===== config.mk =====
export PLATFORM = sky130hd
export DESIGN_NAME = matrix4_inverse
export DESIGN_NICKNAME = d
export VERILOG_FILES = /design/src/rtl/m4i_pkg.sv /design/src/rtl/m4i_ctrl.sv /design/src/rtl/m4i_datapath.sv /design/src/rtl/matrix4_inverse.sv
export SDC_FILE = /design/constraint.sdc
export NUM_CORES = 2
export LEC_CHECK = 0
export BUFFER_PORTS_ARGS = -buffer_cell sky130_fd_sc_hd__buf_2
export CAP_MARGIN = 10
export CELL_PAD_IN_SITES_DETAIL_PLACEMENT = 1
export CELL_PAD_IN_SITES_GLOBAL_PLACEMENT = 2
export CORE_MARGIN = 4
export CORE_UTILIZATION = 45
export CTS_BUF_LIST = sky130_fd_sc_hd__clkbuf_4 sky130_fd_sc_hd__clkbuf_8 sky130_fd_sc_hd__clkbuf_16
export CTS_CLUSTER_SIZE = 16
export DETAILED_ROUTE_END_ITERATION = 10
export GPL_TIMING_DRIVEN = 0
export PLACE_DENSITY = 0.88
export SYNTH_ARGS = -nofsm -noshare
export SYNTH_HDL_FRONTEND = slang
export SYNTH_SLANG_ARGS = --single-unit

===== constraint.sdc =====
create_clock -name clk -period 23.5 [get_ports clk]
set_clock_uncertainty 0.05 [all_clocks]
set_input_delay 2.35 -clock clk [delete_from_list [all_inputs] [get_ports clk]]
set_output_delay 2.35 -clock clk [all_outputs]
set_load 0.05 [all_outputs]

===== src/rtl/m4i_pkg.sv =====
`default_nettype none
package m4i_pkg;

  typedef enum logic [3:0] {
    DP_NOP,
    DP_DET_CLR,
    DP_ACC_CLR,
    DP_LOAD,
    DP_MUL,
    DP_ACC_ADD,
    DP_ACC_SUB,
    DP_COF,
    DP_DET_ADD,
    DP_DIV,
    DP_ROUND,
    DP_ZERO
  } dp_op_t;

  typedef struct packed {
    dp_op_t     op;
    logic       wr;
    logic [3:0] waddr;
    logic [3:0] raddr;
    logic       neg;
    logic       last;
  } dp_cmd_t;

  typedef struct packed {
    logic mul_busy;
    logic div_busy;
    logic det_zero;
    logic out_taken;
  } dp_status_t;

  typedef enum logic [4:0] {
    ST_LOAD,
    ST_COF,
    ST_FETCH,
    ST_USE,
    ST_MUL,
    ST_ACC,
    ST_COFD,
    ST_DFETCH,
    ST_DUSE,
    ST_DMUL,
    ST_DADD,
    ST_DCHK,
    ST_DIV,
    ST_DWAIT,
    ST_ROUND,
    ST_EMIT,
    ST_ZERO,
    ST_ZEMIT
  } state_t;

  localparam int unsigned TERMS = 6;

  // Column of the 3x3 minor used by factor f of Leibniz term t.
  // Terms 0..2 are even permutations, 3..5 odd.
  function automatic logic [1:0] perm_col(input logic [2:0] t, input logic [1:0] f);
    logic [1:0] c;
    c = 2'd0;
    case (t)
      3'd0: c = f;
      3'd1: c = (f == 2'd0) ? 2'd1 : (f == 2'd1) ? 2'd2 : 2'd0;
      3'd2: c = (f == 2'd0) ? 2'd2 : (f == 2'd1) ? 2'd0 : 2'd1;
      3'd3: c = (f == 2'd0) ? 2'd0 : (f == 2'd1) ? 2'd2 : 2'd1;
      3'd4: c = (f == 2'd0) ? 2'd1 : (f == 2'd1) ? 2'd0 : 2'd2;
      3'd5: c = (f == 2'd0) ? 2'd2 : (f == 2'd1) ? 2'd1 : 2'd0;
      default: c = 2'd0;
    endcase
    return c;
  endfunction

  // Store address of factor f, term t, of the minor that drops (row, col).
  function automatic logic [3:0] elem_addr(input logic [1:0] row, input logic [1:0] col,
                                           input logic [2:0] t, input logic [1:0] f);
    logic [1:0] r;
    logic [1:0] pc;
    logic [1:0] c;
    r  = (f < row) ? f : f + 2'd1;
    pc = perm_col(t, f);
    c  = (pc < col) ? pc : pc + 2'd1;
    return {r, c};
  endfunction

endpackage
`default_nettype wire


===== src/rtl/m4i_ctrl.sv =====
`default_nettype none
module m4i_ctrl
  import m4i_pkg::*;
(
  input  wire logic       clk,
  input  wire logic       rst_n,
  input  wire logic       in_tvalid,
  output logic            in_tready,
  input  wire dp_status_t status,
  output dp_cmd_t         cmd
);

  state_t     state_r, state_nxt;
  logic [3:0] cnt_r, cnt_nxt;
  logic [3:0] idx_r, idx_nxt;
  logic [2:0] term_r, term_nxt;
  logic [1:0] fac_r, fac_nxt;
  logic       det_ph_r, det_ph_nxt;

  logic [1:0] row, col;
  logic       in_acc;

  assign row    = det_ph_r ? 2'd0 : idx_r[1:0];
  assign col    = det_ph_r ? idx_r[1:0] : idx_r[3:2];
  assign in_acc = in_tvalid && (state_r == ST_LOAD);

  always_ff @(posedge clk) begin
    if (!rst_n) begin
      state_r  <= ST_LOAD;
      cnt_r    <= '0;
      idx_r    <= '0;
      term_r   <= '0;
      fac_r    <= '0;
      det_ph_r <= 1'b0;
    end else begin
      state_r  <= state_nxt;
      cnt_r    <= cnt_nxt;
      idx_r    <= idx_nxt;
      term_r   <= term_nxt;
      fac_r    <= fac_nxt;
      det_ph_r <= det_ph_nxt;
    end
  end

  always_comb begin
    state_nxt  = state_r;
    cnt_nxt    = cnt_r;
    idx_nxt    = idx_r;
    term_nxt   = term_r;
    fac_nxt    = fac_r;
    det_ph_nxt = det_ph_r;
    case (state_r)
      ST_LOAD: begin
        if (in_acc) begin
          cnt_nxt = cnt_r + 4'd1;
          if (cnt_r == 4'd15) begin
            idx_nxt    = '0;
            det_ph_nxt = 1'b1;
            state_nxt  = ST_COF;
          end
        end
      end
      ST_COF: begin
        term_nxt  = '0;
        fac_nxt   = '0;
        state_nxt = ST_FETCH;
      end
      ST_FETCH: state_nxt = ST_USE;
      ST_USE: begin
        if (fac_r == 2'd0) begin
          fac_nxt   = 2'd1;
          state_nxt = ST_FETCH;
        end else begin
          state_nxt = ST_MUL;
        end
      end
      ST_MUL: begin
        if (!status.mul_busy) begin
          if (fac_r == 2'd2) begin
            state_nxt = ST_ACC;
          end else begin
            fac_nxt   = 2'd2;
            state_nxt = ST_FETCH;
          end
        end
      end
      ST_ACC: begin
        fac_nxt = '0;
        if (term_r == 3'(TERMS - 1)) begin
          state_nxt = ST_COFD;
        end else begin
          term_nxt  = term_r + 3'd1;
          state_nxt = ST_FETCH;
        end
      end
      ST_COFD:   state_nxt = det_ph_r ? ST_DFETCH : ST_DIV;
      ST_DFETCH: state_nxt = ST_DUSE;
      ST_DUSE:   state_nxt = ST_DMUL;
      ST_DMUL:   if (!status.mul_busy) state_nxt = ST_DADD;
      ST_DADD: begin
        if (idx_r == 4'd3) begin
          state_nxt = ST_DCHK;
        end else begin
          idx_nxt   = idx_r + 4'd1;
          state_nxt = ST_COF;
        end
      end
      ST_DCHK: begin
        idx_nxt    = '0;
        det_ph_nxt = 1'b0;
        state_nxt  = status.det_zero ? ST_ZERO : ST_COF;
      end
      ST_DIV:   state_nxt = ST_DWAIT;
      ST_DWAIT: if (!status.div_busy) state_nxt = ST_ROUND;
      ST_ROUND: state_nxt = ST_EMIT;
      ST_EMIT: begin
        if (status.out_taken) begin
          idx_nxt   = idx_r + 4'd1;
          state_nxt = (idx_r == 4'd15) ? ST_LOAD : ST_COF;
        end
      end
      ST_ZERO: state_nxt = ST_ZEMIT;
      ST_ZEMIT: begin
        if (status.out_taken) begin
          idx_nxt   = idx_r + 4'd1;
          state_nxt = (idx_r == 4'd15) ? ST_LOAD : ST_ZERO;
        end
      end
      default: state_nxt = ST_LOAD;
    endcase
  end

  always_comb begin
    in_tready = (state_r == ST_LOAD);
    cmd       = '0;
    cmd.op    = DP_NOP;
    cmd.wr    = in_acc;
    cmd.waddr = cnt_r;
    cmd.raddr = elem_addr(row, col, term_r, fac_r);
    cmd.last  = (idx_r == 4'd15);
    case (state_r)
      ST_LOAD:   if (in_acc && cnt_r == 4'd15) cmd.op = DP_DET_CLR;
      ST_COF:    cmd.op = DP_ACC_CLR;
      ST_USE:    cmd.op = (fac_r == 2'd0) ? DP_LOAD : DP_MUL;
      ST_ACC:    cmd.op = (term_r >= 3'd3) ? DP_ACC_SUB : DP_ACC_ADD;
      ST_COFD: begin
        cmd.op  = DP_COF;
        cmd.neg = row[0] ^ col[0];
      end
      ST_DFETCH: cmd.raddr = {2'd0, idx_r[1:0]};
      ST_DUSE:   cmd.op = DP_MUL;
      ST_DADD:   cmd.op = DP_DET_ADD;
      ST_DIV:    cmd.op = DP_DIV;
      ST_ROUND:  cmd.op = DP_ROUND;
      ST_ZERO:   cmd.op = DP_ZERO;
      default:   cmd.op = DP_NOP;
    endcase
  end

endmodule
`default_nettype wire


===== src/rtl/m4i_datapath.sv =====
`default_nettype none
module m4i_datapath
  import m4i_pkg::*;
#(
  parameter int unsigned ELEM_WIDTH = 32,
  parameter int unsigned FRAC_BITS  = 16
) (
  input  wire logic                  clk,
  input  wire logic                  rst_n,
  input  wire dp_cmd_t               cmd,
  input  wire logic [ELEM_WIDTH-1:0] in_data,
  output dp_status_t                 status,
  output logic [ELEM_WIDTH-1:0]      out_value,
  output logic                       out_sing,
  output logic                       out_sat,
  output logic                       out_last,
  output logic                       out_valid,
  input  wire logic                  out_ready
);

  localparam int unsigned W   = ELEM_WIDTH;
  localparam int unsigned WC  = 3 * W + 2;
  localparam int unsigned WP  = 4 * W + 3;
  localparam int unsigned NB  = WC + 2 * FRAC_BITS;
  localparam int unsigned MCW = $clog2(W);
  localparam int unsigned DCW = $clog2(NB + 1);

  logic [W-1:0]   mem [16];
  logic [W-1:0]   rdata_r;

  logic [WP-1:0]  prod_r, mcand_r, acc_r, det_r, dmag_r;
  logic [W-1:0]   mplier_r;
  logic [MCW-1:0] mul_cnt_r;
  logic           mul_busy_r;

  logic [WP:0]    rem_r;
  logic [NB-1:0]  nq_r;
  logic [DCW-1:0] div_cnt_r;
  logic           div_busy_r, neg_r;

  logic [W-1:0]   val_r;
  logic           sing_r, sat_r, last_r, vld_r;

  logic [WP-1:0]  pmag;
  logic [WP:0]    trial;
  logic           ge;
  logic           rnd;
  logic [NB:0]    q1, lim, qv;
  logic           sat;
  logic [W-1:0]   mag, val;

  always_ff @(posedge clk) begin
    if (cmd.wr) mem[cmd.waddr] <= in_data;
    rdata_r <= mem[cmd.raddr];
  end

  assign pmag  = prod_r[WP-1] ? -prod_r : prod_r;
  assign trial = {rem_r[WP-1:0], nq_r[NB-1]};
  assign ge    = trial >= {1'b0, dmag_r};
  assign rnd   = {rem_r, 1'b0} >= {2'b00, dmag_r};
  assign q1    = {1'b0, nq_r} + (NB+1)'(rnd);
  assign lim   = ((NB+1)'(1) << (W - 1)) - (NB+1)'(!neg_r);
  assign sat   = q1 > lim;
  assign qv    = sat ? lim : q1;
  assign mag   = qv[W-1:0];
  assign val   = neg_r ? -mag : mag;

  always_ff @(posedge clk) begin
    if (!rst_n) begin
      mul_busy_r <= 1'b0;
      div_busy_r <= 1'b0;
      vld_r      <= 1'b0;
    end else begin
      if (mul_busy_r) begin
        // the top multiplier bit weighs negative
        if (mplier_r[0]) prod_r <= (mul_cnt_r == '0) ? prod_r - mcand_r : prod_r + mcand_r;
        mcand_r  <= mcand_r << 1;
        mplier_r <= mplier_r >> 1;
        if (mul_cnt_r == '0) mul_busy_r <= 1'b0;
        else mul_cnt_r <= mul_cnt_r - MCW'(1);
      end
      if (div_busy_r) begin
        rem_r <= ge ? trial - {1'b0, dmag_r} : trial;
        nq_r  <= {nq_r[NB-2:0], ge};
        if (div_cnt_r == '0) div_busy_r <= 1'b0;
        else div_cnt_r <= div_cnt_r - DCW'(1);
      end
      if (vld_r && out_ready) vld_r <= 1'b0;
      case (cmd.op)
        DP_DET_CLR: det_r <= '0;
        DP_ACC_CLR: acc_r <= '0;
        DP_LOAD:    prod_r <= WP'($signed(rdata_r));
        DP_MUL: begin
          mcand_r    <= prod_r;
          mplier_r   <= rdata_r;
          prod_r     <= '0;
          mul_cnt_r  <= MCW'(W - 1);
          mul_busy_r <= 1'b1;
        end
        DP_ACC_ADD: acc_r <= acc_r + prod_r;
        DP_ACC_SUB: acc_r <= acc_r - prod_r;
        DP_COF:     prod_r <= cmd.neg ? -acc_r : acc_r;
        DP_DET_ADD: det_r <= det_r + prod_r;
        DP_DIV: begin
          dmag_r     <= det_r[WP-1] ? -det_r : det_r;
          nq_r       <= {pmag[WC-1:0], {(2 * FRAC_BITS){1'b0}}};
          rem_r      <= '0;
          neg_r      <= prod_r[WP-1] ^ det_r[WP-1];
          div_cnt_r  <= DCW'(NB - 1);
          div_busy_r <= 1'b1;
        end
        DP_ROUND: begin
          val_r  <= val;
          sing_r <= 1'b0;
          sat_r  <= sat;
          last_r <= cmd.last;
          vld_r  <= 1'b1;
        end
        DP_ZERO: begin
          val_r  <= '0;
          sing_r <= 1'b1;
          sat_r  <= 1'b0;
          last_r <= cmd.last;
          vld_r  <= 1'b1;
        end
        default: ;
      endcase
    end
  end

  assign status.mul_busy  = mul_busy_r;
  assign status.div_busy  = div_busy_r;
  assign status.det_zero  = (det_r == '0);
  assign status.out_taken = vld_r && out_ready;

  assign out_value = val_r;
  assign out_sing  = sing_r;
  assign out_sat   = sat_r;
  assign out_last  = last_r;
  assign out_valid = vld_r;

endmodule
`default_nettype wire


===== src/rtl/matrix4_inverse.sv =====
// 4x4 matrix inverse by adjugate, one element per beat in and out, row-major.
// Loading accepts one element per beat. Each cofactor is computed on the bit-serial
// multiplier; the determinant follows after the last beat.
// Each result then takes a fresh cofactor plus a division, rounding and emit step,
// or only the emit step when singular, and waits while out_tready is low.
// Synchronous active-low reset returns to loading with the element count at zero.
`default_nettype none
module matrix4_inverse
  import m4i_pkg::*;
#(
  parameter int unsigned ELEM_WIDTH = 32,
  parameter int unsigned FRAC_BITS  = 16
) (
  input  wire logic                               clk,
  input  wire logic                               rst_n,
  input  wire logic                               in_tvalid,
  output logic                                    in_tready,
  input  wire logic [((ELEM_WIDTH+7)/8)*8-1:0]    in_tdata,   // element_value
  output logic                                    out_tvalid,
  input  wire logic                               out_tready,
  output logic [((ELEM_WIDTH+7)/8)*8-1:0]         out_tdata,  // inverse_value
  output logic [1:0]                              out_tuser,  // saturated, singular
  output logic                                    out_tlast   // last_element
);

  localparam int unsigned DW = ((ELEM_WIDTH + 7) / 8) * 8;

  dp_cmd_t                cmd;
  dp_status_t             status;
  logic [ELEM_WIDTH-1:0]  value;
  logic                   sing, sat;

  m4i_ctrl u_ctrl (
    .clk       (clk),
    .rst_n     (rst_n),
    .in_tvalid (in_tvalid),
    .in_tready (in_tready),
    .status    (status),
    .cmd       (cmd)
  );

  m4i_datapath #(
    .ELEM_WIDTH (ELEM_WIDTH),
    .FRAC_BITS  (FRAC_BITS)
  ) u_dp (
    .clk       (clk),
    .rst_n     (rst_n),
    .cmd       (cmd),
    .in_data   (in_tdata[ELEM_WIDTH-1:0]),
    .status    (status),
    .out_value (value),
    .out_sing  (sing),
    .out_sat   (sat),
    .out_last  (out_tlast),
    .out_valid (out_tvalid),
    .out_ready (out_tready)
  );

  assign out_tdata = DW'(value);
  assign out_tuser = {sat, sing};

endmodule
`default_nettype wire

## Word level (Yosys, flattened, before mapping)

Memory sizes are Yosys's and may differ from the RTL's. A register that Yosys moved wholly into a read port is not among the register bits.
Cells that the tools add are included.

- Muxes and demuxes: 87
- Reduce and logical (&&, ||, !) cells: 41
- Order comparisons: 6
- Bitwise gates (word level): 2
- Equal/unequal tests: 52
- Add/subtract/negate cells: 19

Operators by type and width:

| cell | number |
|---|---|
| $mux 131 | 6 |
| $pmux 131 s3 | 2 |
| $add 131x131->131 | 3 |
| $mux 130 | 3 |
| $mux 132 | 2 |
| $neg 131->131 | 2 |
| $pmux 131 s2 | 1 |
| $sub 131x131->131 | 2 |
| $ge 133x131->1 | 1 |
| $ge 132x131->1 | 1 |
| $sub 132x131->132 | 1 |
| $add 130x1->131 | 1 |
| $gt 131x131->1 | 1 |
| $logic_not 131->1 | 1 |
| $mux 32 | 4 |
| $mux 98 | 1 |
| $neg 98->98 | 1 |
| $pmux 5 s18 | 1 |
| $pmux 32 s2 | 1 |
| $mux 5 | 11 |
| $eq 5x4->1 const B | 8 |
| $pmux 4 s10 | 1 |
| $sub 32x1->33 const A | 1 |
| $mux 2 | 16 |
| 48 further kinds | 135 |

- Bits in registers: 1020
- Output and inout bits: 37
- RAM bits: 512
- Memories: 1
- Input port bits: 36
- Word-level logic and storage cells: 234

Memories:

| memory | words | bits a word | rd ports | clocked after Yosys merged registers in | wr ports | RTL line | text |
|---|---|---|---|---|---|---|---|
| u_dp.mem | 16 | 32 | 1 | 1 | 1 | m4i_datapath.sv:28 | `logic [W-1:0] mem [16];` |

## Longest topological paths before layout

- Depth in word-level cells: 8
- Mapped depth: 56
- Depth with buffers taken out: 54

## Modules after synthesis

Synthesis repeated with hierarchy kept, for this count alone.

- Cell total of the unflattened synthesis: 11932
- Area total of the unflattened synthesis: 111627.1 sq um

Modules (own cells, without submodules):

| module | cells an instance | times used | area an instance (sq um) | sequential area each (sq um) |
|---|---|---|---|---|
| m4i_datapath | 11680 | 1 | 109741.5 | 46044.2 |
| m4i_ctrl | 250 | 1 | 1870.5 | 380.4 |
| matrix4_inverse | 2 | 1 | 15.0 | 0.0 |

## Least setup slack after synthesis

OpenSTA, ideal clock, no wires.

- Kind: input to register
- From: input port rst_n
- To: register u_dp.mul_cnt_r[0], enable pin
- Library setup time: 375 ps
- Arrival time: 15096 ps
- Path slack: 7979 ps
- Stages: 2
- Cells stage by stage: a21boi_0 a21boi_0

- Word-level cells in the longest chain between the ends: 1

RTL lines:

| item | RTL line | text |
|---|---|---|
| from (decl) | matrix4_inverse.sv:15 | `input wire logic rst_n,` |
| $reduce_and 3->1 (no line) | -- |  |
| to (signal assigned) | m4i_datapath.sv:80 | `else mul_cnt_r <= mul_cnt_r - MCW'(1);` |
| to (signal assigned) | m4i_datapath.sv:97 | `mul_cnt_r <= MCW'(W - 1);` |
| to (decl) | m4i_datapath.sv:33 | `logic [MCW-1:0] mul_cnt_r;` |

Every way passes these cells.
A chain may end at the register's enable or synchronous reset.

## Final worst setup path

- From: register u_dp.rem_r[7]
- To: register u_dp.val_r[30], in the netlist u_dp.out_value[30] (data pin)

- Word-level cells in the longest chain between the ends: 7

RTL lines:

| item | RTL line | text |
|---|---|---|
| from (decl) | m4i_datapath.sv:36 | `logic [WP:0] rem_r;` |
| from (signal assigned) | m4i_datapath.sv:83 | `rem_r <= ge ? trial - {1'b0, dmag_r} : trial;` |
| $ge 133x131->1 (*) | m4i_datapath.sv:60 | `assign rnd = {rem_r, 1'b0} >= {2'b00, dmag_r};` |
| $add 130x1->131 (*) | m4i_datapath.sv:61 | `assign q1 = {1'b0, nq_r} + (NB+1)'(rnd);` |
| $gt 131x131->1 | m4i_datapath.sv:63 | `assign sat = q1 > lim;` |
| $mux 32 (*) | m4i_datapath.sv:64 | `assign qv = sat ? lim : q1;` |
| $neg 32->32 | m4i_datapath.sv:66 | `assign val = neg_r ? -mag : mag;` |
| $mux 32 (*) | m4i_datapath.sv:66 |  |
| $pmux 32 s2 (*) | m4i_datapath.sv:89 | `case (cmd.op)` |
| to (signal assigned) | m4i_datapath.sv:113 | `val_r <= val;` |
| to (decl) | m4i_datapath.sv:41 | `logic [W-1:0] val_r;` |

Every way passes the cells marked *; elsewhere a longest branch is shown, timed or not.

==> results.yml <==
outcome:
  status: "finished, final reports clean"
setup_path:
  worst_path_largest_cell_delay_ps: 930
  arrival_ps: 15780
  crit_top_cell: "a21oi_1"
  end_kind: "register"
  worstPathMaxFanout: 10
  required_ps: 24110
  cp_slowest_cell: "nor4_2"
  start_kind: "register"
  path_class: "reg2reg"
yosys:
  yosysWarnings: 0
  yosys.area.top_type: "edfxtp_1"
  synthMuxAreaShare_pct: 0.301
  synth_adder_area_share_pct: 6.62
  async_flop_share_pct: 0
  syn_inst: 12298
  synth_area_per_cell_sq_um: 8.99
  syn_area_sq_um: 111000
  synth_nets: 12916
  synth_top_family_by_area: "compound AO/OA/AOI/OAI gates"
  synth.distinct_cells: 96
  synth-edff-count: 1510
  synth_compound_area_share_pct: 19.3
  ys.flop_type: "edfxtp_1"
  synthSimpleGateAreaFrac_pct: 18.7
  synthTopCellsByArea: "edfxtp_1 41%, ha_1 6.5%, nand2_1 6.2%, a21oi_1 5.4%, xnor2_1 5.2%"
  synth.most_common_cell: "nand2_1"
  ys_seq_elements: 1564
  ys_top_cells_by_count: "1822 x nand2_1, 1510 x edfxtp_1, 1200 x a21oi_1, 928 x nor2_1, 689 x o21ai_0"
  synth_top_cell_area_share_pct: 41.0
  synthXorXnorAreaFrac_pct: 9.42
  yosysSeqAreaShare_pct: 42.0
run:
  max-cap-violations: 0
layout:
  fin_nets: 13239
  fill_cells: 28035
  drive_gt1_share_pct: 4.66
  area_delta_synth_final_pct: 11.2
clocking:
  cts.repair.resized: 0
  cts_htree_levels: 4
  cts_made_buffers: 182
  clockBufferDepth: 3
  cts_tree: "done"
  postCtsHoldBufs: 0
  cts_sinks: 1564
  clk_latency_ps: 910
  clk_pin_slew_ps: 60
  cts_root_buffer: "clkbuf_16"
  cts_setup_buffers: 0
timing:
  setup_viol: 0
  finalCriticalPeriod_ps: 15170
  fmax_mhz: 65.9
  setup_tns_ps: 0
  rsz0062_at_grt: "false"
  slew_violations: 0
  hold_violations: 0
  finalCritPeriodShare_pct: 64.5
  worst_slew_pin_slew_ps: 1370
  slew_headroom_pct: 8.44
floorplan:
  start_util_pct: 45.3
  io_pins: 73
  die_area_sq_um: 254000
  core_area_sq_um: 244000
  rows: 181
  die_h_um: 504
  die_w_um: 504
global_routing:
  grt_pass1_wl_um: 704000
  grt_pass1_vias: 103382
  grt_antenna_before_repair: 33
  track_usage_pct: 37.4
  grt_max_degree: 74
  overflow: 0
place:
  gp_congestion: 1.03
  io_buffers: 72
  dp_hpwl_um: 387000
drt:
  routedWlPerCell_um: 30.6
  first_iter_violations: 11372
  first_pass_iters: 7
  ant_nets: 0
  drc: 0
  num_vias: 102883
  finalWirelength_um: 489000
  viasPerCell: 6.43
power:
  power_w: 0.00627
  peakVddDrop_mv: 0.0935
  p_leak_nw: 44.1
  powerDensity_nw_per_um2: 51.0
hold_path:
  hold_class: "reg2reg"
-- state kept, by name, summed over array words and instances (netlist names), 4 cells and up --
name,count
u_ctrl.cnt_r,4
u_dp.div_cnt_r,8
u_dp.acc_r,131
u_dp.mcand_r,131
u_dp.nq_r,130
u_dp.mul_cnt_r,5
u_dp.prod_r,131
u_ctrl.state_r,5
u_dp.det_r,131
u_dp.mem,512
u_dp.mplier_r,32
u_ctrl.idx_r,4
u_dp.rdata_r,32
u_dp.dmag_r,131
u_dp.out_value,32
u_dp.rem_r,132
-- layout by cell type (no fill, tap or decap), types with 89 or more instances in the layout --
cell,count
xor2_1,537
nand2_1,1822
nand2b_1,89
nor4_1,105
nor3_1,250
a211oi_1,254
a31oi_1,149
nand4_1,254
o21ai_0,689
o21bai_1,131
nand3_1,226
a21o_1,319
o31ai_1,162
clkbuf_16,182
a21oi_1,1200
xnor2_1,650
ha_1,578
edfxtp_1,1510
and2_1,219
or3_1,147
clkbuf_1,625
nor2_1,914
inv_1,391
-- through the flow --
stage / instance area (sq um) / std cells / setup slack [ps] / hold slack (ps) / utilization, %
final: 123000 / 15992 / 8330 / 466 / 50.4
after global routing: 123000 / 15984 / 7380 / 469 / 50.4
after CTS: 123000 / 15979 / 8550 / 453 / 50.4
after detailed placement: 116000 / 15638 / 8610 / 462 / 47.7
after global placement: 115000 / 15572 / 1610 / 452 / 47.1
after floorplan: 111000 / 12298 / 7980 / 429 / -
-- final cells by class --
cell class                 instances  area, sq um  share of cell area, %
multi-input combinational       9678        60300                   49.1
antenna                           12         30.0                 0.0244
clock inverter                   122         1800                   1.47
tap                             3202         4010                   3.26
inverter                         392         1470                   1.20
sequential                      1564        46400                   37.8
buffer                           664         2520                   2.05
timing repair buffer             139         1510                   1.23
clock buffer                     219         4840                   3.94
-- report_power, final --
group	switching, W	internal (W)	leakage [nW]
clock network	0.00134	0.00185	3.25
logic	0.0000337	0.0000109	27.2
registers	0.00000334	0.00304	13.7
-- path summary, 6_finish.rpt --
kind                                             startpoint                               end  slack [ps]  cells after the start
worst max-delay path            u_dp.rem_r[7]$_SDFFCE_PN0P_  u_dp.out_value[30]$_SDFFCE_PP0P_        8330                     52
worst min-delay path            u_dp.mplier_r[25]$_DFFE_PP_       u_dp.mplier_r[24]$_DFFE_PP_         470                      2
worst max register to register  u_dp.rem_r[7]$_SDFFCE_PN0P_  u_dp.out_value[30]$_SDFFCE_PP0P_        8330                     52
worst min register to register  u_dp.mplier_r[25]$_DFFE_PP_       u_dp.mplier_r[24]$_DFFE_PP_         470                      2
-- logic make-up after synthesis --
| group | count (synthesis) |
|---|---|
| adder cells (fa/ha/maj) | 582 |
| AND/OR/NAND/NOR | 4441 |
| AO/OA/AOI/OAI | 3434 |
| buffers and inverters | 1056 |
| multiplexers | 33 |
| flip-flops | 1564 |
| XOR/XNOR | 1188 |
-- critical path, delay by kind of cell (launching register included) --
| family | cells | cell delay (ps) |
|---|---|---|
| fa+ha+maj | 4 | 1210 |
| xor+xnor | 1 | 370 |
| buf+inv | 5 | 1150 |
| flops | 1 | 380 |
| compound gates | 17 | 4140 |
| simple gates | 25 | 7640 |
-- routing by layer --
| metal | vias up | routed length [um] | global-route usage [%] |
|---|---|---|---|
| met1 | 51649 | 200000 | 50.1 |
| li1 | 45620 | - | - |
| met5 | - | 48 | 0 |
| met2 | 4678 | 219000 | 59.1 |
| met4 | 8 | 27000 | 17.9 |
| met3 | 928 | 43200 | 6.34 |
Note: power is estimated with default switching activity, not from simulation.
